**config.mk**
```make
export PLATFORM = sky130hd
export DESIGN_NAME = byte_vm_instruction_executor
export DESIGN_NICKNAME = d
export VERILOG_FILES = /design/src/rtl/core/bvm_pkg.sv /design/src/rtl/core/bvm_ram.sv /design/src/rtl/core/byte_vm_instruction_executor.sv
export SDC_FILE = /design/constraint.sdc
export NUM_CORES = 1
export LEC_CHECK = 0
export ABC_AREA = 1
export BUFFER_PORTS_ARGS = -buffer_cell sky130_fd_sc_hd__buf_2
export CAP_MARGIN = 30
export CELL_PAD_IN_SITES_DETAIL_PLACEMENT = 0
export CELL_PAD_IN_SITES_GLOBAL_PLACEMENT = 1
export CORE_UTILIZATION = 48
export DETAILED_ROUTE_END_ITERATION = 12
export PLACE_DENSITY = 0.77
export SYNTH_ARGS = -nofsm -noshare
export SYNTH_HDL_FRONTEND = slang
export SYNTH_HIERARCHICAL = 1
export SYNTH_SLANG_ARGS = --single-unit
```
**constraint.sdc**
```tcl
create_clock -name clk -period 4.3 [get_ports clk]
set_clock_uncertainty 0.2 [all_clocks]
set_input_delay 0.215 -clock clk [delete_from_list [all_inputs] [get_ports clk]]
set_output_delay 0.215 -clock clk [all_outputs]
set_load 0.05 [all_outputs]
```
**src/rtl/core/bvm_pkg.sv**
```systemverilog
// Shared types and constants of the byte VM instruction executor.
package bvm_pkg;

    localparam int NUM_REGS = 16;
    localparam int REG_AW   = $clog2(NUM_REGS);
    localparam int WORD_W   = 8;
    localparam int MAX_PROG = 256;
    localparam int SIZE_W   = 9;
    localparam int MOD_STEPS = SIZE_W;

    localparam logic [7:0] OP_INC  = 8'd1;
    localparam logic [7:0] OP_DEC  = 8'd2;
    localparam logic [7:0] OP_MOV  = 8'd3;
    localparam logic [7:0] OP_LDI  = 8'd4;
    localparam logic [7:0] OP_SHL  = 8'd5;
    localparam logic [7:0] OP_SHR  = 8'd6;
    localparam logic [7:0] OP_JMP  = 8'd7;
    localparam logic [7:0] OP_JZ   = 8'd8;
    localparam logic [7:0] OP_JNZ  = 8'd9;
    localparam logic [7:0] OP_JEOF = 8'd10;
    localparam logic [7:0] OP_HALT = 8'd11;
    localparam logic [7:0] OP_ADD  = 8'd12;
    localparam logic [7:0] OP_SUB  = 8'd13;
    localparam logic [7:0] OP_XOR  = 8'd14;
    localparam logic [7:0] OP_OR   = 8'd15;
    localparam logic [7:0] OP_IN   = 8'd16;
    localparam logic [7:0] OP_OUT  = 8'd17;

    localparam logic [7:0] PC_STEP  = 8'd2;
    localparam logic [7:0] EOF_BYTE = 8'hFF;

    typedef struct packed {
        logic [7:0] op;
        logic [7:0] operand;
        logic [7:0] in_byte;
        logic       in_eof;
    } in_item_t;

    typedef struct packed {
        logic [7:0] next_pc;
        logic       out_valid;
        logic [7:0] out_byte;
        logic       took_input;
        logic       zero;
        logic       halted;
    } res_item_t;

endpackage

```
**src/rtl/core/bvm_ram.sv**
```systemverilog
// Generic single-write, single-read RAM with registered read data.
module bvm_ram #(
    parameter int WIDTH = 8,
    parameter int DEPTH = 16,
    localparam int AW = $clog2(DEPTH)
) (
    input  logic             clk,
    input  logic             we,
    input  logic [AW-1:0]    waddr,
    input  logic [WIDTH-1:0] wdata,
    input  logic [AW-1:0]    raddr,
    output logic [WIDTH-1:0] rdata
);

    logic [WIDTH-1:0] mem [DEPTH];

    always_ff @(posedge clk)
    begin
        if (we)
        begin
            mem[waddr] <= wdata;
        end
        rdata <= mem[raddr];
    end

endmodule

```
**src/rtl/core/byte_vm_instruction_executor.sv**
```systemverilog
// Top level of the byte VM instruction executor: sequencer, ALU and register file.
//
// Usage: one item on the input channel (in_valid/in_ready, payload in_item) carries
// one two-byte instruction plus the next input-stream byte and its end flag. For
// each item exactly one result item leaves on the result channel (res_valid/
// res_ready, payload res_item): next fetch address, output byte, flags.
// Path: a normal instruction reads rx and then ry from the register-file RAM (one
// read port, registered read data), then goes through the bit-serial remainder
// unit that wraps the program counter modulo the effective program size, and
// finally loads the output register. The sequencer takes the next item only
// after handing its result to the output register. Once halted, an item needs
// no execution and goes straight to the output register.
// The output register frees the sequencer: a new item is accepted while the last
// result still waits; if the receiver stalls long enough the sequencer holds its
// finished item until the output register empties.
// Reset (rst_n low, asynchronous) clears the program counter, all flags and the
// register-file valid bits (registers read as zero until written), and sets
// prog_size to 256. Write prog_size through cfg_we/cfg_wdata only while idle.
module byte_vm_instruction_executor (
    input  logic               clk,
    input  logic               rst_n,
    input  logic               in_valid,
    output logic               in_ready,
    input  bvm_pkg::in_item_t  in_item,
    output logic               res_valid,
    input  logic               res_ready,
    output bvm_pkg::res_item_t res_item,
    input  logic               cfg_we,
    input  logic [8:0]         cfg_wdata
);
    import bvm_pkg::*;

    localparam logic [2:0] S_IDLE = 3'd0;
    localparam logic [2:0] S_RX   = 3'd1;
    localparam logic [2:0] S_RY   = 3'd2;
    localparam logic [2:0] S_MOD  = 3'd3;
    localparam logic [2:0] S_FIN  = 3'd4;

    localparam int CNT_W = $clog2(MOD_STEPS);

    // control state
    logic [2:0]          state_reg, state_next;
    logic [7:0]          pc_reg;
    logic                zero_flag_reg;
    logic                eof_flag_reg;
    logic                halt_flag_reg;
    logic [SIZE_W-1:0]   prog_size_reg;
    logic [NUM_REGS-1:0] reg_vld_reg;
    logic                res_valid_reg;
    logic                skip_reg;

    // datapath
    in_item_t            item_reg;
    res_item_t           pend_reg;
    res_item_t           res_item_reg;
    logic [WORD_W-1:0]   rx_val_reg;
    logic                vld_rd_reg;
    logic [SIZE_W-1:0]   dvd_reg;
    logic [SIZE_W-1:0]   div_reg;
    logic [SIZE_W-1:0]   rem_reg;
    logic [CNT_W-1:0]    cnt_reg;

    logic                in_fire;
    logic                res_load;
    logic [SIZE_W-1:0]   size_eff;
    logic [REG_AW-1:0]   rx_idx;
    logic [REG_AW-1:0]   ry_idx;
    logic [REG_AW-1:0]   ram_raddr;
    logic [WORD_W-1:0]   ram_rdata;
    logic                ram_we;
    logic [REG_AW-1:0]   wr_addr;
    logic [WORD_W-1:0]   wr_val;
    logic                wr_en;
    logic [WORD_W-1:0]   ry_val;
    logic                zero_next;
    logic                eof_next;
    logic                halt_next;
    logic                jump;
    logic [7:0]          advance;
    logic                ovalid;
    logic [WORD_W-1:0]   obyte;
    logic                took;
    logic [SIZE_W:0]     trial;
    logic [SIZE_W-1:0]   rem_next;

    assign in_ready  = (state_reg == S_IDLE);
    assign in_fire   = in_valid && in_ready;
    assign res_load  = (state_reg == S_FIN) && (!res_valid_reg || res_ready);
    assign res_valid = res_valid_reg;
    assign res_item  = res_item_reg;

    // Effective program size: zero acts as one, anything above the maximum saturates.
    always_comb
    begin
        if (prog_size_reg == '0)
        begin
            size_eff = SIZE_W'(1);
        end
        else if (prog_size_reg > SIZE_W'(MAX_PROG))
        begin
            size_eff = SIZE_W'(MAX_PROG);
        end
        else
        begin
            size_eff = prog_size_reg;
        end
    end

    // Register indices wrap modulo the register count (low bits of each nibble).
    assign rx_idx    = item_reg.operand[0 +: REG_AW];
    assign ry_idx    = item_reg.operand[4 +: REG_AW];
    assign ram_raddr = (state_reg == S_IDLE) ? in_item.operand[0 +: REG_AW] : ry_idx;

    // Entries never written since reset read as zero.
    assign ry_val = ram_rdata & {WORD_W{vld_rd_reg}};

    // Execute: rx arrived last cycle, ry arrives now.
    always_comb
    begin
        wr_en     = 1'b0;
        wr_addr   = rx_idx;
        wr_val    = rx_val_reg;
        zero_next = zero_flag_reg;
        eof_next  = eof_flag_reg;
        halt_next = 1'b0;
        jump      = 1'b0;
        advance   = PC_STEP;
        ovalid    = 1'b0;
        obyte     = '0;
        took      = 1'b0;
        unique case (item_reg.op)
            OP_INC:
            begin
                wr_en  = 1'b1;
                wr_val = rx_val_reg + WORD_W'(1);
            end
            OP_DEC:
            begin
                wr_en  = 1'b1;
                wr_val = rx_val_reg - WORD_W'(1);
            end
            OP_MOV:
            begin
                wr_en  = 1'b1;
                wr_val = ry_val;
            end
            OP_LDI:
            begin
                wr_en   = 1'b1;
                wr_addr = '0;
                wr_val  = item_reg.operand;
            end
            OP_SHL:
            begin
                wr_en  = 1'b1;
                wr_val = {rx_val_reg[WORD_W-2:0], 1'b0};
            end
            OP_SHR:
            begin
                wr_en  = 1'b1;
                wr_val = {1'b0, rx_val_reg[WORD_W-1:1]};
            end
            OP_JMP:  jump = 1'b1;
            OP_JZ:   jump = zero_flag_reg;
            OP_JNZ:  jump = !zero_flag_reg;
            OP_JEOF: jump = eof_flag_reg;
            OP_HALT:
            begin
                halt_next = 1'b1;
                advance   = '0;
            end
            OP_ADD:
            begin
                wr_en  = 1'b1;
                wr_val = rx_val_reg + ry_val;
            end
            OP_SUB:
            begin
                wr_en  = 1'b1;
                wr_val = rx_val_reg - ry_val;
            end
            OP_XOR:
            begin
                wr_en  = 1'b1;
                wr_val = rx_val_reg ^ ry_val;
            end
            OP_OR:
            begin
                wr_en  = 1'b1;
                wr_val = rx_val_reg | ry_val;
            end
            OP_IN:
            begin
                wr_en = 1'b1;
                if (item_reg.in_eof)
                begin
                    wr_val   = EOF_BYTE;
                    eof_next = 1'b1;
                end
                else
                begin
                    wr_val   = item_reg.in_byte;
                    eof_next = 1'b0;
                    took     = 1'b1;
                end
            end
            OP_OUT:
            begin
                ovalid = 1'b1;
                obyte  = rx_val_reg;
            end
            default: ;
        endcase
        if (jump)
        begin
            advance = item_reg.operand;
        end
        // flag rules: arithmetic tests the result, move and output clear it
        unique case (item_reg.op)
            OP_INC, OP_DEC, OP_SHL, OP_SHR, OP_ADD, OP_SUB, OP_XOR, OP_OR:
                zero_next = (wr_val == '0);
            OP_MOV, OP_OUT:
                zero_next = 1'b0;
            default: ;
        endcase
    end

    assign ram_we = (state_reg == S_RY) && wr_en;

    // One restoring step of (pc + advance) mod size; (pc + opd mod s) mod s folds into this.
    always_comb
    begin
        trial = {rem_reg, dvd_reg[SIZE_W-1]};
        if (trial >= {1'b0, div_reg})
        begin
            rem_next = SIZE_W'(trial - {1'b0, div_reg});
        end
        else
        begin
            rem_next = trial[SIZE_W-1:0];
        end
    end

    always_comb
    begin
        state_next = state_reg;
        unique case (state_reg)
            S_IDLE:
            begin
                if (in_fire)
                begin
                    state_next = halt_flag_reg ? S_FIN : S_RX;
                end
            end
            S_RX:  state_next = S_RY;
            S_RY:  state_next = S_MOD;
            S_MOD:
            begin
                if (cnt_reg == '0)
                begin
                    state_next = S_FIN;
                end
            end
            S_FIN:
            begin
                if (res_load)
                begin
                    state_next = S_IDLE;
                end
            end
            default: state_next = S_IDLE;
        endcase
    end

    // Control registers.
    always_ff @(posedge clk or negedge rst_n)
    begin
        if (!rst_n)
        begin
            state_reg     <= S_IDLE;
            pc_reg        <= '0;
            zero_flag_reg <= 1'b0;
            eof_flag_reg  <= 1'b0;
            halt_flag_reg <= 1'b0;
            prog_size_reg <= SIZE_W'(MAX_PROG);
            reg_vld_reg   <= '0;
            res_valid_reg <= 1'b0;
            skip_reg      <= 1'b0;
        end
        else
        begin
            state_reg <= state_next;
            if (cfg_we)
            begin
                prog_size_reg <= cfg_wdata;
            end
            if (in_fire)
            begin
                skip_reg <= halt_flag_reg;
            end
            if (state_reg == S_RY)
            begin
                zero_flag_reg <= zero_next;
                eof_flag_reg  <= eof_next;
                halt_flag_reg <= halt_flag_reg | halt_next;
            end
            if (ram_we)
            begin
                reg_vld_reg[wr_addr] <= 1'b1;
            end
            // advance the counter only for executed instructions
            if (res_load && !skip_reg)
            begin
                pc_reg <= rem_reg[7:0];
            end
            if (res_load)
            begin
                res_valid_reg <= 1'b1;
            end
            else if (res_ready)
            begin
                res_valid_reg <= 1'b0;
            end
        end
    end

    // Payload registers.
    always_ff @(posedge clk)
    begin
        vld_rd_reg <= reg_vld_reg[ram_raddr];
        if (in_fire)
        begin
            item_reg <= in_item;
            // a halted machine reports its held state and does nothing else
            pend_reg.next_pc    <= pc_reg;
            pend_reg.out_valid  <= 1'b0;
            pend_reg.out_byte   <= '0;
            pend_reg.took_input <= 1'b0;
            pend_reg.zero       <= zero_flag_reg;
            pend_reg.halted     <= 1'b1;
        end
        if (state_reg == S_RX)
        begin
            rx_val_reg <= ry_val;
        end
        if (state_reg == S_RY)
        begin
            pend_reg.next_pc    <= pc_reg;
            pend_reg.out_valid  <= ovalid;
            pend_reg.out_byte   <= obyte;
            pend_reg.took_input <= took;
            pend_reg.zero       <= zero_next;
            pend_reg.halted     <= halt_next;
            dvd_reg <= {1'b0, pc_reg} + {1'b0, advance};
            div_reg <= size_eff;
            rem_reg <= '0;
            cnt_reg <= CNT_W'(MOD_STEPS - 1);
        end
        if (state_reg == S_MOD)
        begin
            rem_reg <= rem_next;
            dvd_reg <= {dvd_reg[SIZE_W-2:0], 1'b0};
            cnt_reg <= cnt_reg - CNT_W'(1);
        end
        if (res_load)
        begin
            res_item_reg.next_pc    <= skip_reg ? pc_reg : rem_reg[7:0];
            res_item_reg.out_valid  <= pend_reg.out_valid;
            res_item_reg.out_byte   <= pend_reg.out_byte;
            res_item_reg.took_input <= pend_reg.took_input;
            res_item_reg.zero       <= pend_reg.zero;
            res_item_reg.halted     <= pend_reg.halted;
        end
    end

    bvm_ram #(
        .WIDTH (WORD_W),
        .DEPTH (NUM_REGS)
    ) u_regfile (
        .clk   (clk),
        .we    (ram_we),
        .waddr (wr_addr),
        .wdata (wr_val),
        .raddr (ram_raddr),
        .rdata (ram_rdata)
    );

    // Halt is sticky until reset.
    a_halt_sticky: assert property (@(posedge clk) disable iff (!rst_n)
        halt_flag_reg |=> halt_flag_reg)
        else $error("halt flag dropped");

    // The remainder never reaches the divisor during the wrap step.
    a_rem_bound: assert property (@(posedge clk) disable iff (!rst_n)
        (state_reg == S_MOD) |-> (rem_reg < div_reg))
        else $error("remainder out of range");

    // A register write marks its entry as holding data.
    a_vld_set: assert property (@(posedge clk) disable iff (!rst_n)
        ram_we |=> reg_vld_reg[$past(wr_addr)])
        else $error("valid bit not set after write");

    // An output byte is zero unless emitted, and never with an input take.
    a_res_fields: assert property (@(posedge clk) disable iff (!rst_n)
        res_valid_reg |-> ((res_item_reg.out_valid || (res_item_reg.out_byte == '0))
                           && !(res_item_reg.out_valid && res_item_reg.took_input)))
        else $error("inconsistent result fields");

endmodule

```
==> metrics <==
Slowest-stage cell, CP=edfxtp_1; Starting DRT DRC Count=762; post-route ant nets=0; vias per inst=5.05; Placer Congestion=0.922; Reg clk slew, reported paths=0.06 ns; Cell Area, Placed=14200 um2; Finished Layout Cells=1950; Synth Area in Adders=0.0391; Num CTS Buffers=29; WS Path Type=flop to flop; Final Cell Area=15700 um2; Longest Clk Path Bufs=3; mux cell area share after synthesis=0.00589; WP buf/inv=3; Sinks on Clock Net=274; crit-path most repeated cell=nor2_1; Place WS=0.616 ns; syn_nets=1497; xor/xnor share of the synthesized area=0.00654; Die H=169 um; CTS tree=yes; hold-critical path depth=2; GRT overflow=0; Placed Cells incl. Taps=1847; Skew-Pair Late Insertion Delay=0.55 ns; most frequent cells in the layout=nand2_1, inv_1, edfxtp_1; final-report hold violation count=0; PwrDens=624 nW/um2; post-synthesis compound-gate area fraction=0.0632; f_max=0.270 GHz; layout cells sized above 1=0.116; initial antenna violation count=0; Critical Path Stages=20; sequential area share after synthesis=0.592; Synth Register Bits=274; diode count=0; port bufs=60; H-tree depth=1; synthesized area=13400 um2; CP Max Fanout=17; max FFs per register=128; CTS resizes=0; Mean Syn Cell Area=9.44 um2; CP delay by family, top=simple AND/OR/NAND/NOR gates; crit-path max cell delay=0.45 ns; first-pass GRT wire length=52100 um; Setup WS post-layout=0.592 ns; main flop type after synthesis=edfxtp_1; Pwr Total=9.77 mW; final routed DRC violation total=0; crit path time final=3.71 ns; synth-to-layout area growth=16.9%; fillers=2425; vias in the first global route=9409; maximum vdd ir drop=0.550 mV; initial core utilization=0.493; die span in x=169 um; Root Driver=clkbuf_16; Cell Rows=60; Total Die Area=28600 um2; hpwl dp=22800 um; worst slew pin tran=0.783 ns; Setup crit start=item_reg[18]$_DFFE_PP_; min-delay src=in_item[5]; crit end category=flop; status=finished clean; final WL=33700 um; most common cell after layout, fill and taps aside=nand2_1; number of I/O pins=61; post-synth cell types=43; CP Cell Sequence=inv_2 > nand2_2 > nor2_1 > nand2_2 > nand3_1 > inv_1 > a221oi_1 > ha_1 > nand2_1 > inv_1 > a21oi_1 > xor2_1 > nor2_1 > nor2_1 > nand2_1 > nor2_1 > nand2_1 > nor2_1 > nand3_1 > nand2_1; Post-synth EDFFs=223; simple-gate share of the synthesized area=0.208; largest family of logic cells by synthesized area=simple AND/OR/NAND/NOR gates; via count=9842; Hold WC Path Type=input port to flop; RSZ-0062 raised after global routing=false; Core ar.=27200 um2; setup TNS=0 ns; Final nets=1635; Max Cap Viol=0; Relative slew margins=0.473; all-layer global routing usage=0.241; critical path data arrival time=3.92 ns; WL/cell=17.3 um; Final Max Tran Viols=0; drt first pass iters=5; Async S/R FF share, synth=0.150; part of the cycle the worst path needs=0.862; largest net degree at the start of global routing=53; crit start category=flop; worst-case reg-to-reg path depth=20; worst r2r src=item_reg[18]$_DFFE_PP_; leak pwr=7.05 nW; synthesized instance count=1418; worst endpoint required time=4.51 ns; YS warnings=6; final setup vio count=0
[stage by stage]
stage	util	hold slack (ns)
after floorplan	-	-0.281
after global placement	0.521	0.192
after detailed placement	0.523	-0.0849
after CTS	0.576	0.159
after global routing	0.576	0.167
final	0.576	0.182
[synth_stat cells (6+ instances only)]
cell	count	area, um2
nand2_1	346	1300
inv_1	233	875
edfxtp_1	223	6700
nand3_1	152	761
nor2_1	115	432
o21ai_0	80	400
dfrtp_1	40	1000
ha_1	37	463
a21oi_1	31	155
buf_2	16	80.1
inv_2	11	41.3
nand4_1	11	68.8
o211ai_1	11	82.6
dfxtp_1	10	200
o21bai_1	9	67.6
buf_6	8	90.1
nand2_2	8	50.1
mux2_2	7	78.8
nor2_2	7	43.8
clkbuf_1	6	22.5
or2_2	6	37.5
[path summary, 6_finish.rpt]
path,endpoint,slack [ns]
max,pend_reg[1]$_DFFE_PP_,0.59
min,item_reg[5]$_DFFE_PP_,0.18
max reg2reg,pend_reg[1]$_DFFE_PP_,0.59
min reg2reg,res_item[6]$_DFFE_PP_,0.22
max in group asynchronous,prog_size_reg[1]$_DFFE_PN0P_,2.49
min in group asynchronous,eof_flag_reg$_DFFE_PN0P_,0.57
[kinds of logic (layout without fill, tap and decap cells)]
logic type,count (synthesis),after routing
AND/OR/NAND/NOR,657,657
buffers and inverters,280,440
flip-flops,274,274
AO/OA/AOI/OAI,150,150
adder cells (fa/ha/maj),40,40
XOR/XNOR,10,10
multiplexers,7,7
[layout make-up]
type                    count  area, um2  share of cell area
clock buffers              43        808              0.0516
clock inverters            10        130             0.00831
inverters                 245        920              0.0588
multi-input cells         864       4340               0.277
flip-flops and latches    274       7920               0.506
well taps                 372        465              0.0297
repair buffers            142       1070              0.0681
[report_power, final]
group	internal (mW)	switching [mW]	leakage (nW)
clock network	1.47	1.00	0.456
registers	3.59	0.272	2.67
logic	1.00	2.43	3.92
[per-layer routing]
layer / up-vias / wire (um) / track usage
met5: - / 0 / 0
met3: 53 / 2010 / 0.0323
met1: 4556 / 14600 / 0.320
met2: 295 / 16200 / 0.413
met4: 0 / 858 / 0.0709
li1: 4938 / - / -
[what timing repair did]
| action | in CTS | in global routing |
|---|---|---|
| setup buffers | 0 | 0 |
| hold buffers | 50 | 0 |
| setup endpoints to repair | 0 | 0 |
| hold endpoints to repair | 79 | 0 |
(Power assumes the default switching activity.)
